--- src/rtl/core/epool_pkg.sv ---
`default_nettype none
package epool_pkg;

  localparam logic [2:0] ACT_PUSH  = 3'd0;
  localparam logic [2:0] ACT_WORD  = 3'd1;
  localparam logic [2:0] ACT_HALF  = 3'd2;
  localparam logic [2:0] ACT_BYTE  = 3'd3;
  localparam logic [2:0] ACT_RANGE = 3'd4;

  localparam logic [1:0] ST_OK      = 2'd0;
  localparam logic [1:0] ST_HWFAIL  = 2'd1;
  localparam logic [1:0] ST_REJECT  = 2'd2;
  localparam logic [1:0] ST_DROPPED = 2'd3;

  localparam logic [31:0] SEED_RESET = 32'h8B9F7A3D;

  // Commands from the controller to the datapath.
  typedef struct packed {
    logic load;       // capture the accepted item
    logic push_wr;    // write one pool byte
    logic pop_rd;     // read one pool byte
    logic mix;        // run the fallback mixer
    logic div_start;  // start the span divider
    logic div_step;   // one restoring division step
    logic finish;     // form the result
  } epool_cmd_t;

  // Status from the datapath to the controller.
  typedef struct packed {
    logic       room;      // at least four free slots
    logic       avail;     // at least four stored bytes
    logic       pow2;      // span is a power of two (or zero)
    logic [2:0] action;
  } epool_sts_t;

endpackage
`default_nettype wire

--- src/rtl/core/epool_ctrl.sv ---
`default_nettype none
module epool_ctrl (
  input  wire logic              clk,
  input  wire logic              rst_n,
  input  wire logic              in_fire,
  input  wire logic              out_free,
  input  wire epool_pkg::epool_sts_t sts,
  output epool_pkg::epool_cmd_t  cmd,
  output logic                   busy
);
  import epool_pkg::*;

  typedef enum logic [2:0] {S_IDLE, S_DEC, S_PUSH, S_POP, S_DIV, S_DONE} state_t;

  state_t     state_r;
  logic [5:0] cnt_r;
  logic       pool_r;
  logic       draw_req;

  // Word, half, byte and range requests all draw one word.
  assign draw_req = sts.action inside {ACT_WORD, ACT_HALF, ACT_BYTE, ACT_RANGE};

  always_ff @(posedge clk) begin
    if (!rst_n) begin
      state_r <= S_IDLE;
      cnt_r   <= '0;
      pool_r  <= 1'b0;
    end else begin
      case (state_r)
        S_IDLE: if (in_fire) state_r <= S_DEC;
        S_DEC: begin
          cnt_r <= '0;
          pool_r <= sts.avail;
          if (sts.action == ACT_PUSH) state_r <= sts.room ? S_PUSH : S_DONE;
          else if (draw_req)
            state_r <= sts.avail ? S_POP : (sts.action == ACT_RANGE ? S_DIV : S_DONE);
          else state_r <= S_DONE;
        end
        S_PUSH: begin
          cnt_r <= cnt_r + 6'd1;
          if (cnt_r == 6'd3) state_r <= S_DONE;
        end
        S_POP: begin
          cnt_r <= cnt_r + 6'd1;
          if (cnt_r == 6'd4) begin
            cnt_r <= '0;
            state_r <= (sts.action == ACT_RANGE) ? S_DIV : S_DONE;
          end
        end
        S_DIV: begin
          cnt_r <= cnt_r + 6'd1;
          if (cnt_r == 6'd32) state_r <= S_DONE;
        end
        S_DONE: if (out_free) state_r <= S_IDLE;
        default: state_r <= S_IDLE;
      endcase
    end
  end

  always_comb begin
    cmd = '0;
    cmd.load      = in_fire;
    cmd.push_wr   = (state_r == S_PUSH);
    cmd.pop_rd    = (state_r == S_POP) && (cnt_r < 6'd4);
    cmd.mix       = (state_r == S_DEC) && !sts.avail && draw_req;
    cmd.div_start = (state_r == S_DIV) && (cnt_r == 6'd0);
    cmd.div_step  = (state_r == S_DIV) && (cnt_r != 6'd0);
    cmd.finish    = (state_r == S_DONE) && out_free;
  end

  assign busy = (state_r != S_IDLE);

  ap_done: assert property (@(posedge clk) disable iff (!rst_n)
    cmd.finish |=> state_r == S_IDLE) else $error("finish did not return to idle");
  ap_push4: assert property (@(posedge clk) disable iff (!rst_n)
    (state_r == S_PUSH && cnt_r == 6'd3) |=> state_r == S_DONE)
    else $error("push length wrong");
  ap_nofire: assert property (@(posedge clk) disable iff (!rst_n)
    busy |-> !in_fire) else $error("accept while busy");
  ap_pool: assert property (@(posedge clk) disable iff (!rst_n)
    (state_r == S_POP) |-> pool_r) else $error("pop without pool data");
endmodule
`default_nettype wire

--- src/rtl/core/epool_dp.sv ---
`default_nettype none
module epool_dp #(
  parameter int POOL_DEPTH = 64
) (
  input  wire logic                  clk,
  input  wire logic                  rst_n,
  input  wire epool_pkg::epool_cmd_t cmd,
  input  wire logic [2:0]            action,
  input  wire logic [31:0]           entropy_word,
  input  wire logic                  entropy_ok,
  input  wire logic [31:0]           range_min,
  input  wire logic [31:0]           range_max,
  output epool_pkg::epool_sts_t      sts,
  output logic [31:0]                res_value,
  output logic [1:0]                 res_status,
  output logic                       res_from_pool,
  output logic [6:0]                 res_pool_level
);
  import epool_pkg::*;

  localparam int AW = $clog2(POOL_DEPTH);
  localparam int PW = AW + 1;
  localparam logic [PW:0] DEPTH2 = (PW+1)'(2 * POOL_DEPTH);
  localparam logic [PW-1:0] DEPTH = PW'(POOL_DEPTH);

  logic [7:0]    mem [POOL_DEPTH];
  logic [7:0]    rd_q;
  logic [PW-1:0] rp_r, wp_r, level;
  logic [2:0]    act_r;
  logic [31:0]   ew_r, min_r, span_r, seed_r, w_r;
  logic          ok_r, pooled_r, pushed_r;
  logic [1:0]    bcnt_r;
  logic          rd_v_r;
  logic [31:0]   q_r, rem_r;
  logic [31:0]   x1, x2, x3, seed_nxt;
  logic [33:0]   trial;

  function automatic logic [PW-1:0] inc(input logic [PW-1:0] p);
    logic [PW:0] s;
    s = {1'b0, p} + 1'b1;
    if (s >= DEPTH2) s = s - DEPTH2;
    return s[PW-1:0];
  endfunction

  function automatic logic [AW-1:0] slot(input logic [PW-1:0] p);
    logic [PW-1:0] s;
    s = (p >= DEPTH) ? p - DEPTH : p;
    return s[AW-1:0];
  endfunction

  always_comb begin
    logic [PW:0] d;
    d = {1'b0, wp_r} + DEPTH2 - {1'b0, rp_r};
    if (d >= DEPTH2) d = d - DEPTH2;
    level = d[PW-1:0];
  end

  assign x1 = seed_r ^ (seed_r << 13);
  assign x2 = x1 ^ (x1 >> 17);
  assign x3 = x2 ^ (x2 << 5);
  assign seed_nxt = x3 + ew_r;

  assign sts.room   = (DEPTH - level) >= PW'(4);
  assign sts.avail  = level >= PW'(4);
  assign sts.pow2   = (span_r & (span_r - 32'd1)) == 32'd0;
  assign sts.action = act_r;

  always_ff @(posedge clk) begin
    if (cmd.push_wr) mem[slot(wp_r)] <= ew_r[8*bcnt_r +: 8];
    rd_q <= mem[slot(rp_r)];
  end

  // The partial remainder needs 33 bits before the compare.
  assign trial = {1'b0, rem_r, q_r[31]} - {2'b00, span_r};

  always_ff @(posedge clk) begin
    if (!rst_n) begin
      rp_r <= '0; wp_r <= '0; seed_r <= SEED_RESET;
      bcnt_r <= '0; rd_v_r <= 1'b0;
    end else begin
      rd_v_r <= cmd.pop_rd;
      if (cmd.load) begin
        act_r <= action; ew_r <= entropy_word; ok_r <= entropy_ok;
        min_r <= range_min; span_r <= range_max - range_min + 32'd1;
        bcnt_r <= '0; pooled_r <= 1'b0; pushed_r <= 1'b0; w_r <= '0;
      end
      if (cmd.push_wr) begin
        wp_r <= inc(wp_r); bcnt_r <= bcnt_r + 2'd1; pushed_r <= 1'b1;
      end
      if (cmd.pop_rd) rp_r <= inc(rp_r);
      if (rd_v_r) begin
        w_r <= {rd_q, w_r[31:8]}; pooled_r <= 1'b1;
      end
      if (cmd.mix) begin
        if (ok_r) begin
          seed_r <= seed_nxt; w_r <= seed_nxt ^ ew_r;
        end else w_r <= '0;
      end
      if (cmd.div_start) begin
        q_r <= w_r; rem_r <= '0;
      end
      if (cmd.div_step) begin
        if (!trial[33]) rem_r <= trial[31:0];
        else rem_r <= {rem_r[30:0], q_r[31]};
        q_r <= {q_r[30:0], ~trial[33]};
      end
    end
  end

  // The divider leaves w mod span in rem_r. The draw lies below the largest
  // multiple of the span exactly when (w mod span) + (0xFFFFFFFF - w) reaches
  // the span.
  always_comb begin
    logic [32:0] tail;
    tail = {1'b0, rem_r} + {1'b0, ~w_r};
    res_value = '0; res_status = ST_OK;
    res_from_pool = pooled_r;
    res_pool_level = 7'(level);
    case (act_r)
      ACT_PUSH: if (!pushed_r) res_status = ST_DROPPED;
      ACT_WORD: res_value = w_r;
      ACT_HALF: res_value = w_r >> 16;
      ACT_BYTE: res_value = w_r >> 24;
      ACT_RANGE: begin
        if (sts.pow2) res_value = min_r + (w_r & (span_r - 32'd1));
        else if (tail < {1'b0, span_r}) res_status = ST_REJECT;
        else res_value = min_r + rem_r;
      end
      default: ;
    endcase
    if ((act_r == ACT_WORD || act_r == ACT_HALF || act_r == ACT_BYTE ||
         act_r == ACT_RANGE) && !pooled_r && !ok_r) res_status = ST_HWFAIL;
  end
endmodule
`default_nettype wire

--- src/rtl/core/entropy_pool_random_word_server_core.sv ---
// A push writes four pool bytes when there is room; a pooled draw pops four
// bytes, a fallback draw runs the mixer, and a range draw then runs the
// 32-step restoring divider. One transaction is handled at a time: in_tready
// stays low until the controller returns to idle.
// Reset (rst_n low, synchronous) empties the pool, reloads the seed and
// returns the controller to idle; pool bytes are not cleared.
`default_nettype none
module entropy_pool_random_word_server_core #(
  parameter int POOL_DEPTH = 64
) (
  input  wire logic         clk,
  input  wire logic         rst_n,
  input  wire logic         in_tvalid,
  output logic              in_tready,
  input  wire logic [103:0] in_tdata,  // action[2:0], entropy_word, entropy_ok,
                                       // range_min, range_max, zero fill
  output logic              out_tvalid,
  input  wire logic         out_tready,
  output logic [47:0]       out_tdata   // value, status, from_pool, pool_level, zero
);
  import epool_pkg::*;

  epool_cmd_t  cmd;
  epool_sts_t  sts;
  logic        busy, in_fire, out_free;
  logic [31:0] rv;
  logic [1:0]  rs;
  logic        rp;
  logic [6:0]  rl;
  logic [47:0] out_r;
  logic        outv_r;

  // The output register frees once its transaction is taken.
  assign in_tready = !busy;
  assign in_fire   = in_tvalid && in_tready;
  assign out_free  = !outv_r || out_tready;

  epool_ctrl u_ctrl (
    .clk, .rst_n, .in_fire, .out_free, .sts, .cmd, .busy
  );

  epool_dp #(.POOL_DEPTH(POOL_DEPTH)) u_dp (
    .clk, .rst_n, .cmd,
    .action(in_tdata[2:0]), .entropy_word(in_tdata[34:3]), .entropy_ok(in_tdata[35]),
    .range_min(in_tdata[67:36]), .range_max(in_tdata[99:68]), .sts,
    .res_value(rv), .res_status(rs), .res_from_pool(rp), .res_pool_level(rl)
  );

  always_ff @(posedge clk) begin
    if (!rst_n) outv_r <= 1'b0;
    else if (cmd.finish) outv_r <= 1'b1;
    else if (out_tready) outv_r <= 1'b0;
    if (cmd.finish) out_r <= {6'd0, rl, rp, rs, rv};
  end

  assign out_tvalid = outv_r;
  assign out_tdata  = out_r;
endmodule
`default_nettype wire
--- config.mk ---
export PLATFORM = sky130hd
export DESIGN_NAME = entropy_pool_random_word_server_core
export DESIGN_NICKNAME = d
export VERILOG_FILES = /design/src/rtl/core/epool_pkg.sv /design/src/rtl/core/epool_ctrl.sv /design/src/rtl/core/epool_dp.sv /design/src/rtl/core/entropy_pool_random_word_server_core.sv
export SDC_FILE = /design/constraint.sdc
export NUM_CORES = 2
export LEC_CHECK = 0
export BUFFER_PORTS_ARGS = -buffer_cell sky130_fd_sc_hd__buf_4
export CAP_MARGIN = 10
export CELL_PAD_IN_SITES_DETAIL_PLACEMENT = 1
export CELL_PAD_IN_SITES_GLOBAL_PLACEMENT = 2
export CORE_ASPECT_RATIO = 2
export CORE_MARGIN = 4
export CORE_UTILIZATION = 44
export DETAILED_ROUTE_END_ITERATION = 6
export PLACE_DENSITY_LB_ADDON = 0.25
export SKIP_LAST_GASP = 1
export SYNTH_ARGS = -nofsm -noshare
export SYNTH_HDL_FRONTEND = slang
export SYNTH_SLANG_ARGS = --single-unit
--- constraint.sdc ---
create_clock -name clk -period 6.92 [get_ports clk]
set_input_delay 0.692 -clock clk [delete_from_list [all_inputs] [get_ports clk]]
set_output_delay 0.692 -clock clk [all_outputs]
set_load 0.1 [all_outputs]
After elaboration in Yosys (flattened, before gate mapping)
Memories as Yosys holds them, arrays and structs flattened. A register that Yosys moved wholly into a read port is not among the register bits.
Index checks and enable logic that the tools add are counted.
{"block": "classes", "add_sub_neg": 20, "n_lt_le_gt_ge": 9, "eq_ne": 17, "shift": 1, "n_mux": 41, "bitwise_logic": 8, "reduce_logical": 39}
{"cell": "two-way mux 32 bit", "n": 11}
{"cell": "case mux 32 bit (4 select lines)", "n": 1}
{"cell": "adder 32 bit", "n": 3}
{"cell": "XOR 32 bit", "n": 3}
{"cell": "AND 32 bit", "n": 2}
{"cell": "subtractor 33 x 32 -> 34 bit", "n": 1}
{"cell": "adder 32 x 32 -> 33 bit", "n": 1}
{"cell": "less-than comparator 33 x 32 -> 1 bit", "n": 1}
{"cell": "adder 32 x 1 -> 32 bit, second input constant", "n": 1}
{"cell": "logical NOT 32 bit", "n": 1}
{"cell": "inverter 32 bit", "n": 1}
{"cell": "variable part select 32 x 6 -> 8 bit", "n": 1}
{"cell": "subtractor 32 x 1 -> 32 bit, second input constant", "n": 1}
{"cell": "subtractor 32 bit", "n": 1}
{"cell": "XOR 32 x 15 -> 32 bit", "n": 1}
{"cell": "two-way mux 3 bit", "n": 9}
{"cell": ">= comparator 8 bit, second input constant", "n": 3}
{"cell": "two-way mux 7 bit", "n": 3}
{"cell": "subtractor 7 x 1 -> 7 bit, second input constant", "n": 3}
{"cell": "two-way mux 6 bit", "n": 3}
{"cell": "case mux 3 bit (6 select lines)", "n": 1}
{"cell": "case mux 6 bit (3 select lines)", "n": 1}
{"cell": "adder 7 x 1 -> 8 bit, second input constant", "n": 2}
{"cell": ">= comparator 7 x 3 -> 1 bit, second input constant", "n": 2}
{"cell": "other kinds (32)", "n": 78}
{"block": "word_totals", "ff_bits": 299, "ramBits": 512, "inputBits": 108, "output_inout_bits": 50, "wordCells": 156, "memories": 1}
{"memory": "u_dp.mem", "depth": 64, "width": 8, "rd": 1, "rd_clocked_by_memory_dff": 1, "wr": 1, "line": "epool_dp.sv:26", "text": "logic [7:0] mem [POOL_DEPTH];"}

Logic depth before layout (Yosys ltp)
{"block": "depth", "depth_word": 10, "ltp_mapped": 24, "depth_no_buf": 23}

Cells and area by module
Synthesis repeated with hierarchy kept, for this count alone.
{"block": "unflattened", "hier_cells": 3521, "area_unflattened_um2": 44375.1}
{"module": "epool_dp", "instances": 1, "cells_per_inst": 3378, "area_each_um2": 42325.6, "seq_area_each_um2": 22461.5}
{"module": "entropy_pool_random_word_server_core", "instances": 1, "cells_per_inst": 55, "area_each_um2": 1368.8, "seq_area_each_um2": 1281.2}
{"module": "epool_ctrl", "instances": 1, "cells_per_inst": 88, "area_each_um2": 680.7, "seq_area_each_um2": 180.2}

Worst setup path before layout
No wires, ideal clock.
{"block": "synth_path", "path_type": "input -> register", "start": "in rst_n", "end": "reg u_dp.q_r[0] (enable)", "setup_ps": 565, "arrival_ps": 5341, "required_time_ps": 6355, "path_slack_ps": 1015, "stages": 3, "n_path_buf": 1, "path_cell_list": "inv_1 clkbuf_1 nor3_1"}
{"block": "synth_between", "elab_chain_cells": 1}
{"element": "start: declaration", "line": "entropy_pool_random_word_server_core.sv:12", "text": "input wire logic rst_n,"}
{"element": "AND reduction 2 bit (no line)"}
{"element": "end signal: assignment", "line": "epool_dp.sv:105", "text": "q_r <= {q_r[30:0], ~trial[33]};"}
{"element": "end: declaration", "line": "epool_dp.sv:34", "text": "logic [31:0] q_r, rem_r;"}
No other way between the ends.
A chain may end at the register's enable or synchronous reset.

Worst setup path after layout
{"block": "layout_path", "start": "reg u_dp.rem_r[0]", "end": "reg out_r[24], in the netlist out_tdata[24] (data pin)"}
{"block": "layout_between", "elab_chain_cells": 5, "elab_cells_between_ends": 6, "classes_between": "add/sub (2); order compare (1); mux (3)"}
{"element": "start: declaration", "line": "epool_dp.sv:34"}
{"element": "start signal: assignment", "line": "epool_dp.sv:103", "text": "if (!trial[33]) rem_r <= trial[31:0];"}
{"element": "start signal: assignment", "line": "epool_dp.sv:104", "text": "else rem_r <= {rem_r[30:0], q_r[31]};"}
{"element": "adder 32 x 32 -> 33 bit", "line": "epool_dp.sv:115", "text": "tail = {1'b0, rem_r} + {1'b0, ~w_r};"}
{"element": "less-than comparator 33 x 32 -> 1 bit", "line": "epool_dp.sv:126", "text": "else if (tail < {1'b0, span_r}) res_status = ST_REJECT;"}
{"element": "two-way mux 32 bit *", "line": "epool_dp.sv:126"}
{"element": "two-way mux 32 bit *", "line": "epool_dp.sv:125", "text": "if (sts.pow2) res_value = min_r + (w_r & (span_r - 32'd1));"}
{"element": "case mux 32 bit (4 select lines) *", "line": "epool_dp.sv:119", "text": "case (act_r)"}
{"element": "via rv[24]", "line": "entropy_pool_random_word_server_core.sv:26", "text": "logic [31:0] rv;"}
{"element": "end signal: assignment", "line": "entropy_pool_random_word_server_core.sv:53", "text": "if (cmd.finish) out_r <= {6'd0, rl, rp, rs, rv};"}
{"element": "end: declaration", "line": "entropy_pool_random_word_server_core.sv:30", "text": "logic [47:0] out_r;"}
The timed path passes the listed nets; every way through them passes the cells marked *.

==> flow_summary.toml <==
[status]
run_status = "finished clean"

[global_route]
grt_antenna_before_repair = 1
grt_start_max_net_pins = 68
gr-usage-all-layers = 0.287
number_of_global_route_vias_before_repair = 33438
first_pass_grt_wire_length_um = 221000
grt.overflow.total = 0

[final_layout]
drive_above_1_share = 0.148
layout-area-overhead-vs-synth_pct = 11.9
finish.utilization = 0.496
finalNetCount = 4044
num_antenna_cells = 0
num-fill-cells = 10250

[synth]
leading_register_cell_type_out_of_synthesis = "edfxtp_1"
synth.cells.most_frequent = "edfxtp_1, ha_1, nand2_1"
yosys_warnings = 0
synth.top_cell.area_share = 0.509
syn-cell-area_mm2 = 0.0443
postSynth.asyncResetShare = 0
yosysTopAreaCell = "edfxtp_1"
post_synth_num_cell_types = 94
post_syn_area_per_cell_um2 = 12.7
synth_enable_flop_cells = 752
ys_seq_area_frac = 0.540
most_instantiated_library_cell_after_synthesis = "edfxtp_1"
register_bit_count_reported_by_yosys = 819
post_synth_main_area_contributors = "edfxtp_1, mux4_2, ha_1"
synthCells = 3488

[sta]
setup_tns_ps = 0
post-route-min-period_ps = 6220
report.final.slew_viol_count = 0
timing_worst_slew_pin_value_ps = 1130
worst_case_setup_margin_in_the_final_layout_ps = 695
hold_viol = 0
post-route-period-util = 0.900
setup_viol = 0
max_freq_mhz = 161
final.setup_skew_ps = 54.3
rsz0062_at_grt = "false"
slew_headroom = 0.243

[drt]
via_per_inst = 6.01
wire_per_inst_um = 30.5
drc = 0
drt-pass1-iter-count = 7
drt_iter0_drc = 2037
antenna_left = 0
post_detailed_routing_wire_length_um = 154000
vias = 30260

[floorplanning]
design.die.area_mm2 = 0.106
effective_utilization_at_floorplan = 0.444
core-area_mm2 = 0.0999
top_level_ports = 158
floorplan.die.width_um = 232
placement_rows = 164
floorplan.die.height_um = 457

[placed_design]
numPortBuffers = 147
dp_hpwl_um = 119000
post-place-ws_ps = 720
routability_congestion_estimate_from_global_placement = 0.948

[cts]
postCtsResizedCells = 0
clock_latency_reported_for_the_late_side_of_the_worst_skew_pair_ps = 710
cts_sinks = 819
cts.repair_timing.setup_buffer_count = 0
cts-root-to-sink-buffers = 3
cts-htree-levels = 3
cts.root.buffer_cell = "clkbuf_16"
numCtsBuffers = 79
cts_tree = "done"
hold_fix_buffers_at_cts = 0
clk_pin_slew_worst_paths_ps = 70

[critical_path]
cp-startpoint = "u_dp.rem_r[0]"
worst_case_register_to_register_setup_slack_ps = 700
timing.critical_path.to_type = "flip-flop"
criticalPathCategory = "reg2reg"
data_required_time_of_the_critical_path_ps = 7490
crit_path_max_fanout = 25
rr_startpoint = "u_dp.rem_r[0]"
critPathLaunchType = "flip-flop"
worstPathArrival_ps = 6790

[pwr]
p_per_area_mw_per_mm2 = 364
peakVddDrop_mv = 0.239
p_leak_nw = 18.1

[hold_path]
holdCritPathClass = "in2reg"
min_from = "in_tdata[20]"

[job]
maxCapViolCount = 0
## layout make-up
cell class	instances	area [um^2]	share of cell area
flip-flops and latches	819	23900	0.482
clock inverters	55	606	0.0122
clock buffers	93	2040	0.0411
inverters	167	627	0.0126
well taps	1328	1660	0.0335
multi-input cells	2378	19300	0.389
repair buffers	193	1460	0.0294
## worst max-delay path, stage by stage, from the launching register on
cell,delay (ps)
edfxtp_1,510
ha_1,290
fa_1,420
a21o_1,220
nand4_1,160
a2111oi_2,100
a211oi_2,400
a22oi_4,200
a41oi_2,370
o21ai_1,170
a21o_1,210
a21oi_1,180
xnor2_1,90
ha_1,300
and4_1,330
or4b_2,610
a2111oi_0,470
nor3_2,160
nor3_4,170
buf_4,400
a32oi_1,200
o21ai_1,110
## per-layer routing
layer,part of all wire,vias to the layer above,track usage
li1,-,13530,-
met1,0.32,15421,0.268
met2,0.55,896,0.555
met3,0.035,411,0.0321
met4,0.093,2,0.218
met5,0.000085,-,0
## path summary, 6_finish.rpt
path / end / cells after the start
max: out_tdata[24] / 21
min: u_dp.ew_r[17] / 1
max reg2reg: out_tdata[24] / 21
min reg2reg: u_dp.res_from_pool / 0
## registers in the layout, summed over array words and instances (netlist names), 3 cells and up
signal,count
u_dp.wp_r,7
u_dp.seed_r,32
u_dp.min_r,32
u_dp.act_r,3
u_dp.span_r,32
u_dp.w_r,32
u_dp.rem_r,32
u_ctrl.state_r,3
u_dp.rp_r,7
u_dp.q_r,32
u_dp.ew_r,32
u_dp.mem,512
u_ctrl.cnt_r,6
u_dp.rd_q,8
out_tdata,42
## cells in the final DEF (no fill, tap or decap), types with 20 or more instances in the layout
cell / Yosys / layout
o21ai_1: 24 / 24
nor3_1: 47 / 45
a21oi_1: 192 / 191
a21o_1: 125 / 125
or3_1: 21 / 21
a211oi_1: 23 / 22
o21a_1: 23 / 23
a31oi_1: 20 / 20
clkbuf_16: 0 / 79
buf_4: 9 / 190
xnor2_1: 182 / 182
a22oi_1: 21 / 21
nand3_1: 73 / 73
nor2b_1: 28 / 28
nor2_1: 271 / 269
ha_1: 291 / 291
clkinv_1: 0 / 21
o21ai_0: 151 / 151
xor2_1: 83 / 83
dfxtp_1: 67 / 65
edfxtp_1: 752 / 752
and3_1: 26 / 25
mux4_2: 176 / 176
mux2i_1: 24 / 24
nand2_1: 282 / 282
inv_1: 164 / 164
nand4_1: 35 / 35
## logic make-up after synthesis
family / synth area share
AO/OA/AOI/OAI: 0.109
XOR/XNOR: 0.0541
adder cells (fa/ha/maj): 0.0853
buffers and inverters: 0.0268
flip-flops: 0.540
multiplexers: 0.0958
other: 0.0000846
AND/OR/NAND/NOR: 0.0894
## per-stage QoR
stage | hold WS [ps] | std cells | power (mW) | area, um^2
2_1_floorplan | 423 | 3493 | 10.9 | 44400
5_1_grt | 141 | 5033 | 18.8 | 49600
3_5_place_dp | 449 | 4883 | 13.6 | 46900
3_3_place_gp | 439 | 4882 | 13.4 | 46900
4_1_cts | 112 | 5031 | 18.1 | 49600
6_report | 159 | 5033 | 18.1 | 49600
## where the power goes
group	internal [mW]	switching [mW]
registers	5.87	0.346
clock network	2.42	2.05
logic	2.51	4.85
total	10.8	7.25
(Power assumes the default switching activity.)
